==> config.mk <==
export PLATFORM = sky130hd
export DESIGN_NAME = arfc_frame_check
export DESIGN_NICKNAME = d
export VERILOG_FILES = /design/src/hw/rtl/arfc_pkg.sv /design/src/hw/rtl/arfc_frame_check.sv
export SDC_FILE = /design/constraint.sdc
export NUM_CORES = 1
export LEC_CHECK = 0
export BUFFER_PORTS_ARGS = -buffer_cell sky130_fd_sc_hd__buf_4
export CAP_MARGIN = 20
export CORE_UTILIZATION = 44
export DETAILED_ROUTE_END_ITERATION = 10
export GPL_TIMING_DRIVEN = 0
export PLACE_DENSITY_LB_ADDON = 0.25
export SLEW_MARGIN = 0
export SYNTH_ARGS = -nofsm -noshare
export SYNTH_HDL_FRONTEND = slang
export SYNTH_SLANG_ARGS = --single-unit
export TNS_END_PERCENT = 5
==> constraint.sdc <==
create_clock -name clock -period 5.3 [get_ports clock]
set_clock_uncertainty 0.2 [all_clocks]
set_input_delay 0.265 -clock clock [delete_from_list [all_inputs] [get_ports clock]]
set_output_delay 0.265 -clock clock [all_outputs]
set_load 0.005 [all_outputs]
==> src/hw/rtl/arfc_pkg.sv <==
// Shared types, character codes and status codes for the ASCII response frame checker.
// No dependencies.
package arfc_pkg;

   localparam int unsigned DataWidth   = 8;
   localparam int unsigned StatusWidth = 3;
   localparam int unsigned AddrWidth   = 7;
   localparam int unsigned PosWidth    = 5;

   // Bytes at positions below this limit are summed (positions 0 to 29).
   localparam logic [PosWidth-1:0] MaxSumSpan = PosWidth'(30);
   localparam logic [PosWidth-1:0] PosMax     = PosWidth'(31);
   localparam logic [PosWidth-1:0] PosMinEnd  = PosWidth'(12);

   localparam logic [AddrWidth-1:0] OwnAddressReset = AddrWidth'(85);

   localparam logic [DataWidth-1:0] ChStart  = 8'h24;  // '$'
   localparam logic [DataWidth-1:0] ChStar   = 8'h2A;  // '*'
   localparam logic [DataWidth-1:0] ChZero   = 8'h30;  // '0'
   localparam logic [DataWidth-1:0] ChOne    = 8'h31;  // '1'
   localparam logic [DataWidth-1:0] ChNine   = 8'h39;  // '9'
   localparam logic [DataWidth-1:0] InsStart = 8'h31;  // '1'
   localparam logic [DataWidth-1:0] InsData  = 8'h34;  // '4'

   localparam logic [StatusWidth-1:0] StatStartOk  = 3'd0;
   localparam logic [StatusWidth-1:0] StatStartErr = 3'd1;
   localparam logic [StatusWidth-1:0] StatDataOk   = 3'd2;
   localparam logic [StatusWidth-1:0] StatDataErr  = 3'd3;
   localparam logic [StatusWidth-1:0] StatAddrErr  = 3'd4;
   localparam logic [StatusWidth-1:0] StatFrameErr = 3'd5;

   typedef struct packed {
      logic [DataWidth-1:0] data_byte;
      logic                 frame_start;
      logic                 frame_end;
   } arfc_item_type;

   typedef struct packed {
      logic [DataWidth-1:0] tens;
      logic [DataWidth-1:0] ones;
   } arfc_addr_chars_type;

   // Split a 7-bit ID into two ASCII characters; /10 via reciprocal 205/2048,
   // exact for all 7-bit values.
   function automatic arfc_addr_chars_type addr_chars(input logic [AddrWidth-1:0] addr);
      logic [15:0]          prod;
      logic [3:0]           quo;
      logic [AddrWidth-1:0] rem;
      arfc_addr_chars_type  res;
      prod     = 16'(addr) * 16'd205;
      quo      = prod[14:11];
      rem      = addr - (AddrWidth'(quo) * AddrWidth'(10));
      res.tens = ChZero + DataWidth'(quo);
      res.ones = ChZero + DataWidth'(rem);
      return res;
   endfunction

endpackage

==> src/hw/rtl/arfc_frame_check.sv <==
// Per-frame state (position, sum, field captures) and the end-of-frame status decision.
// Depends on arfc_pkg.
module arfc_frame_check #(
   parameter logic [arfc_pkg::PosWidth-1:0] MaxSumSpan = arfc_pkg::MaxSumSpan
) (
   input  logic                                 clock,
   input  logic                                 reset,
   input  logic                                 fire,
   input  arfc_pkg::arfc_item_type              item,
   input  arfc_pkg::arfc_addr_chars_type        chars,
   output logic [arfc_pkg::StatusWidth-1:0]     status
);

   localparam int unsigned DW = arfc_pkg::DataWidth;
   localparam int unsigned PW = arfc_pkg::PosWidth;

   logic [PW-1:0] position_ff, position_in;
   logic [DW-1:0] sum_ff, sum_in;
   logic          closed_ff, closed_in;
   logic          start_ok_ff, start_ok_in;
   logic          addr_ok_ff, addr_ok_in;
   logic [DW-1:0] instr_ff, instr_in;
   logic          digit_one_ff, digit_one_in;
   logic [DW-1:0] cksum_ff, cksum_in;
   logic          stopped_ff, stopped_in;

   // frame state after an optional start clear
   logic [PW-1:0] pos;
   logic [DW-1:0] b_sum, u_sum;
   logic          b_closed, u_closed;
   logic          b_start_ok, u_start_ok;
   logic          b_addr_ok, u_addr_ok;
   logic [DW-1:0] b_instr, u_instr;
   logic          b_digit_one, u_digit_one;
   logic [DW-1:0] b_cksum, u_cksum;
   logic          b_stopped, u_stopped;
   logic [DW-1:0] byte_val;
   logic          is_digit;

   assign byte_val = item.data_byte;
   assign is_digit = (byte_val >= arfc_pkg::ChZero) && (byte_val <= arfc_pkg::ChNine);

   always_comb begin
      pos         = item.frame_start ? '0 : position_ff;
      b_sum       = item.frame_start ? '0 : sum_ff;
      b_closed    = item.frame_start ? 1'b0 : closed_ff;
      b_start_ok  = item.frame_start ? 1'b0 : start_ok_ff;
      b_addr_ok   = item.frame_start ? 1'b0 : addr_ok_ff;
      b_instr     = item.frame_start ? '0 : instr_ff;
      b_digit_one = item.frame_start ? 1'b0 : digit_one_ff;
      b_cksum     = item.frame_start ? '0 : cksum_ff;
      b_stopped   = item.frame_start ? 1'b0 : stopped_ff;

      u_sum       = b_sum;
      u_closed    = b_closed;
      if (!b_closed && (pos < MaxSumSpan)) begin
         u_sum    = b_sum + byte_val;
         u_closed = (byte_val == arfc_pkg::ChStar);
      end

      u_start_ok  = b_start_ok;
      u_addr_ok   = b_addr_ok;
      u_instr     = b_instr;
      u_digit_one = b_digit_one;
      u_cksum     = b_cksum;
      u_stopped   = b_stopped;
      case (pos)
         PW'(0): u_start_ok  = (byte_val == arfc_pkg::ChStart);
         PW'(1): u_addr_ok   = (byte_val == chars.tens);
         PW'(2): u_addr_ok   = b_addr_ok && (byte_val == chars.ones);
         PW'(4): u_instr     = byte_val;
         PW'(8): u_digit_one = (byte_val == arfc_pkg::ChOne);
         PW'(10), PW'(11), PW'(12): begin
            if (!b_stopped) begin
               if (is_digit) begin
                  // cksum*10 + digit, mod 256
                  u_cksum = (b_cksum << 3) + (b_cksum << 1) + (byte_val - arfc_pkg::ChZero);
               end else begin
                  u_stopped = 1'b1;
               end
            end
         end
         default: ;
      endcase
   end

   always_comb begin
      if (pos < arfc_pkg::PosMinEnd) begin
         status = arfc_pkg::StatFrameErr;
      end else if (!u_start_ok) begin
         status = arfc_pkg::StatFrameErr;
      end else if (!u_addr_ok) begin
         status = arfc_pkg::StatAddrErr;
      end else if (u_sum != u_cksum) begin
         status = arfc_pkg::StatFrameErr;
      end else if (u_instr == arfc_pkg::InsStart) begin
         status = u_digit_one ? arfc_pkg::StatStartOk : arfc_pkg::StatStartErr;
      end else if (u_instr == arfc_pkg::InsData) begin
         status = u_digit_one ? arfc_pkg::StatDataOk : arfc_pkg::StatDataErr;
      end else begin
         status = arfc_pkg::StatFrameErr;
      end
   end

   // frame end clears everything, so the next byte lands at position 0
   always_comb begin
      if (item.frame_end) begin
         position_in  = '0;
         sum_in       = '0;
         closed_in    = 1'b0;
         start_ok_in  = 1'b0;
         addr_ok_in   = 1'b0;
         instr_in     = '0;
         digit_one_in = 1'b0;
         cksum_in     = '0;
         stopped_in   = 1'b0;
      end else begin
         position_in  = (pos < arfc_pkg::PosMax) ? pos + PW'(1) : pos;
         sum_in       = u_sum;
         closed_in    = u_closed;
         start_ok_in  = u_start_ok;
         addr_ok_in   = u_addr_ok;
         instr_in     = u_instr;
         digit_one_in = u_digit_one;
         cksum_in     = u_cksum;
         stopped_in   = u_stopped;
      end
   end

   always_ff @(posedge clock) begin
      if (reset) begin
         position_ff  <= '0;
         sum_ff       <= '0;
         closed_ff    <= 1'b0;
         start_ok_ff  <= 1'b0;
         addr_ok_ff   <= 1'b0;
         instr_ff     <= '0;
         digit_one_ff <= 1'b0;
         cksum_ff     <= '0;
         stopped_ff   <= 1'b0;
      end else if (fire) begin
         position_ff  <= position_in;
         sum_ff       <= sum_in;
         closed_ff    <= closed_in;
         start_ok_ff  <= start_ok_in;
         addr_ok_ff   <= addr_ok_in;
         instr_ff     <= instr_in;
         digit_one_ff <= digit_one_in;
         cksum_ff     <= cksum_in;
         stopped_ff   <= stopped_in;
      end
   end

endmodule

-- Yosys cells after proc, flatten, opt, wreduce, memory -nomap -nowiden
Cells that the tools add are included.
- register bits: 34
- latch bits: 0
- memory bits (writable): 0
- memory bits (read-only): 0
- input port bits: 29
- output and inout bits: 3
- word-level logic and storage cells: 79
- memories kept: 0
- add/subtract/negate cells: 5
- multipliers: 0
- div/mod/pow operators: 0
- magnitude comparators: 5
- equal/unequal tests: 15
- shift-type cells: 0
- mux-type cells: 39
- bitwise logic cells: 0
- reductions and logical operators: 6
- operator list (cell ; count):
    $mux W8 ; 11
    $eq A8 B6 Y1 const B ; 5
    $add A8 B8 Y8 ; 3
    $eq A5 B4 Y1 const B ; 4
    $mux W1 ; 18
    $mux W3 ; 6
    $eq A8 B8 Y1 ; 2
    $mux W5 ; 3
    $lt A5 B5 Y1 const B ; 2
    $ge A8 B6 Y1 const B ; 1
    $le A8 B6 Y1 const B ; 1
    $ne A8 B8 Y1 ; 1
    $sub A8 B6 Y8 const B ; 1
    $add A5 B1 Y5 const B ; 1
    $eq A5 B1 Y1 const B ; 1
    $eq A5 B2 Y1 const B ; 1
    $eq A5 B3 Y1 const B ; 1
    $logic_not A5 Y1 ; 1
    $lt A5 B4 Y1 const B ; 1
    $logic_and A1 B1 Y1 ; 3
    $reduce_or A3 Y1 ; 1
    $pmux W1 S2 ; 1
    $logic_not A1 Y1 ; 1

-- Logic depth before layout (Yosys ltp)
- depth in word-level cells: 11
- gate-level depth with buffers: 16
- gate-level depth less buffers: 15

-- Worst setup path before layout
OpenSTA, ideal clock, no wires.
- kind: input port to output port
- start: in item[1] in the netlist's numbering
- end: out status[1] in the netlist's numbering
- data arrival time: 3.125 ns
- slack: 1.710 ns
- cell stages on the path: 13
- path through: buf_2 > and2b_1 > xor2_1 > ha_1 > a21o_1 > fa_1 > inv_1 > fa_1 > nor3_1 > or3b_1 > nand4_1 > nor4_4 > and4b_1
- cells in the longest elaborated chain, start to end: 11
- elaborated cells between the ends (all ways): 40
- ends and longest elaborated chain (item ; RTL line ; text):
    start: declaration ; arfc_frame_check.sv:9 ; input arfc_pkg::arfc_item_type item,
    $mux W8 ; arfc_frame_check.sv:51 ; b_cksum = item.frame_start ? '0 : cksum_ff;
    $add A8 B8 Y8 (2 in a row) ; arfc_frame_check.sv:77 ; u_cksum = (b_cksum << 3) + (b_cksum << 1) + (byte_val - arfc_pkg::ChZero);
    $mux W8 ; arfc_frame_check.sv:75 ; if (is_digit) begin
    $mux W8 ; arfc_frame_check.sv:74 ; if (!b_stopped) begin
    $mux W8 ; arfc_frame_check.sv:67 ; case (pos)
    $ne A8 B8 Y1 ; arfc_frame_check.sv:94 ; end else if (u_sum != u_cksum) begin
    $mux W3 ; arfc_frame_check.sv:94 ;
    $mux W3 ; arfc_frame_check.sv:92 ; end else if (!u_addr_ok) begin
    $mux W3 ; arfc_frame_check.sv:90 ; end else if (!u_start_ok) begin
    $mux W3 (*) ; arfc_frame_check.sv:88 ; if (pos < arfc_pkg::PosMinEnd) begin
    end: declaration ; arfc_frame_check.sv:11 ; output logic [arfc_pkg::StatusWidth-1:0] status
Mark *: on every way between the ends. The rest lies on a longest branch, timed or not.

-- Worst setup path in the final report
Same ends and word-level chain as after synthesis.

==> impl_metrics.ini <==
[floorplanning]
die_width_um = 86.3
fp.dieH_um = 86.3
start_util = 0.458
io_pins = 32
coreArea_um2 = 6830
fp-row-count = 30
dieArea_um2 = 7450

[clock_network]
ctsResizeCount = 0
cts_root_buffer = clkbuf_8
clock_latency_ns = 0.30
clkTransAtPathRegs_ns = 0.08
cts_hold_buf = 0
htreeDepth = 2
cts_buffers = 5
tritoncts = done
postCtsSetupBuffers = 0
clock_sinks = 34
cts_max_path_buffers = 2

[worst_hold_path]
hold_path.class = in2reg

[synthesis]
ys_async_sr_fraction = 0
yosysSeqAreaShare = 0.218
ys_types = 73
synthesis.nets = 446
avgSynthCellArea_um2 = 8.02
ys_ff_latch = 34
netlist_area_um2 = 3130
syn_inst = 390
ys.flop_type = dfxtp_1
ys_warn_count = 0
synth_edf_count = 0

[final_layout]
syn2layout_area_growth_pct = 14.0
regArea_um2 = 681
num_antenna_cells = 0
fillers = 716
final_cell_mix = nor2_1 (52), dfxtp_1 (34), buf_4 (30)
layout-drive-gt1-share = 0.172
final_common_cell = nor2_1
multi_input_area_um2 = 2230
nets = 480
post-route-util = 0.522

[route]
avgViaCountPerCell = 5.79
dr_total_vias = 3017
drt_wl_total_um = 8820
drtPass1Iterations = 5
postRouteAntennaNets = 0
wl_per_cell_um = 16.9
post-route-drc-count = 0
drtIter0Drc = 174

[worst_setup_path]
path_buf_inv = 4
cp.arrival_ns = 3.84
cp-start-kind = primary input
slowest_stage = fa_1
crit_fanout = 10
criticalPathCategory = in2out
critPathRequiredTime_ns = 4.84
path_cells = buf_4 > buf_2 > and2b_1 > xor2_1 > ha_1 > a21o_1 > fa_1 > inv_1 > fa_1 > xnor2_1 > nand3_1 > o21ai_1 > xnor2_1 > nor4_4 > and4b_1 > buf_4
critPathMaxStageDelay_ns = 0.50
crit_family = adder cells
crit_path_end_kind = output pin

[sta]
worst_slack_ns = 1.00
max_freq_mhz = 233
relSlewSlack = 0.558
hold_ws_ns = 0.129
worstMarginPinSlew_ns = 0.663
slew_viol_final = 0
setup_viol = 0
final.setup.tns_ns = 0
final_hold_viol_count = 0
fin_crit_sh = 0.811
timing.final.crit_period_ns = 4.30
rsz0062_at_grt = no

[flow_run]
max_cap_viol_count = 0

[status]
status = completed

[place]
dpl_worst_slack_ns = 1.03
dpl.hpwl_um = 6650
portBuffers = 27
place_congestion = 0.910

[global_routing]
antenna_found_initial = 0
track_usage = 0.255
grt_pass1_vias = 2929
grt_pass1_wl_um = 14400
grt_max_degree = 13
grt_overflow = 0

[power_and_ir_drop]
leakagePower_nw = 1.44
ir_drop_v = 0.000123
cellPowerDensity_nw_per_um2 = 180
## worst register-to-register path: stages, from the launching register on
cell and delay (ns):
dfxtp_1 0.31, and2b_1 0.22, xor2_1 0.17, ha_1 0.19, a21o_1 0.17, fa_1 0.51
inv_1 0.06, fa_1 0.45, inv_1 0.07, a21o_1 0.10, a21oi_1 0.09, xnor2_1 0.13
a21oi_1 0.27, a2bb2oi_1 0.18, nor2_1 0.06
## through the flow
step	cell area, um^2	total power, mW	instances
floorplan	3130	0.351	390
global placement	3450	0.394	513
detailed placement	3450	0.396	513
CTS	3570	0.643	521
global route	3570	0.665	521
finish	3570	0.641	521
## registers in the layout, summed over array words and instances (netlist names)
name	cells
start_ok_ff	1
addr_ok_ff	1
stopped_ff	1
position_ff	5
cksum_ff	8
closed_ff	1
sum_ff	8
digit_one_ff	1
instr_ff	8
## cell type report
cell class                      instances  share of cell area
Multi-Input combinational cell        310               0.625
Sequential cell                        34               0.191
Timing Repair Buffer                   27              0.0568
Buffer                                 25              0.0396
Tap cell                               96              0.0337
Inverter                               21              0.0221
Clock buffer                            5              0.0193
Clock inverter                          3              0.0126
## path summary, 6_finish.rpt
check,end,slack (ns),cells after the start,startpoint
max,status[1],1.0,16,item[1]
min,sum_ff[5],0.13,2,reset
max reg2reg,cksum_ff[7],1.97,14,cksum_ff[0]
min reg2reg,instr_ff[2],0.28,2,instr_ff[2]
## cells by family after synthesis
group / share of synthesized area
simple gates: 0.269
compound gates: 0.220
buf+inv: 0.0704
flops: 0.218
xor+xnor: 0.0868
fa+ha+maj: 0.120
mux: 0.0164
## cells in the mapped netlist, types with 13 or more instances
cell / count / area [um^2]
nor2_1: 52 / 195
dfxtp_1: 34 / 681
ha_1: 22 / 275
a21oi_1: 19 / 95.1
a22oi_1: 19 / 143
inv_1: 19 / 71.3
nand2_1: 17 / 63.8
xnor2_1: 16 / 140
xor2_1: 15 / 131
nor2b_1: 13 / 81.3
o21ai_0: 13 / 65.1
## layer usage
metal | global-route usage | up-vias | wire length (um)
met5 | 0 | - | 0
met3 | 0.0390 | 14 | 451
met2 | 0.426 | 102 | 4110
li1 | - | 1450 | -
met1 | 0.331 | 1451 | 4110
met4 | 0.0970 | 0 | 159
## power by group
group	internal (mW)	switching (mW)	leakage, nW
clock network	0.140	0.109	0.0504
registers	0.258	0.00214	0.275
logic	0.0543	0.0770	1.12
total	0.453	0.188	1.44
No activity file was read; power rests on OpenSTA's default activity.
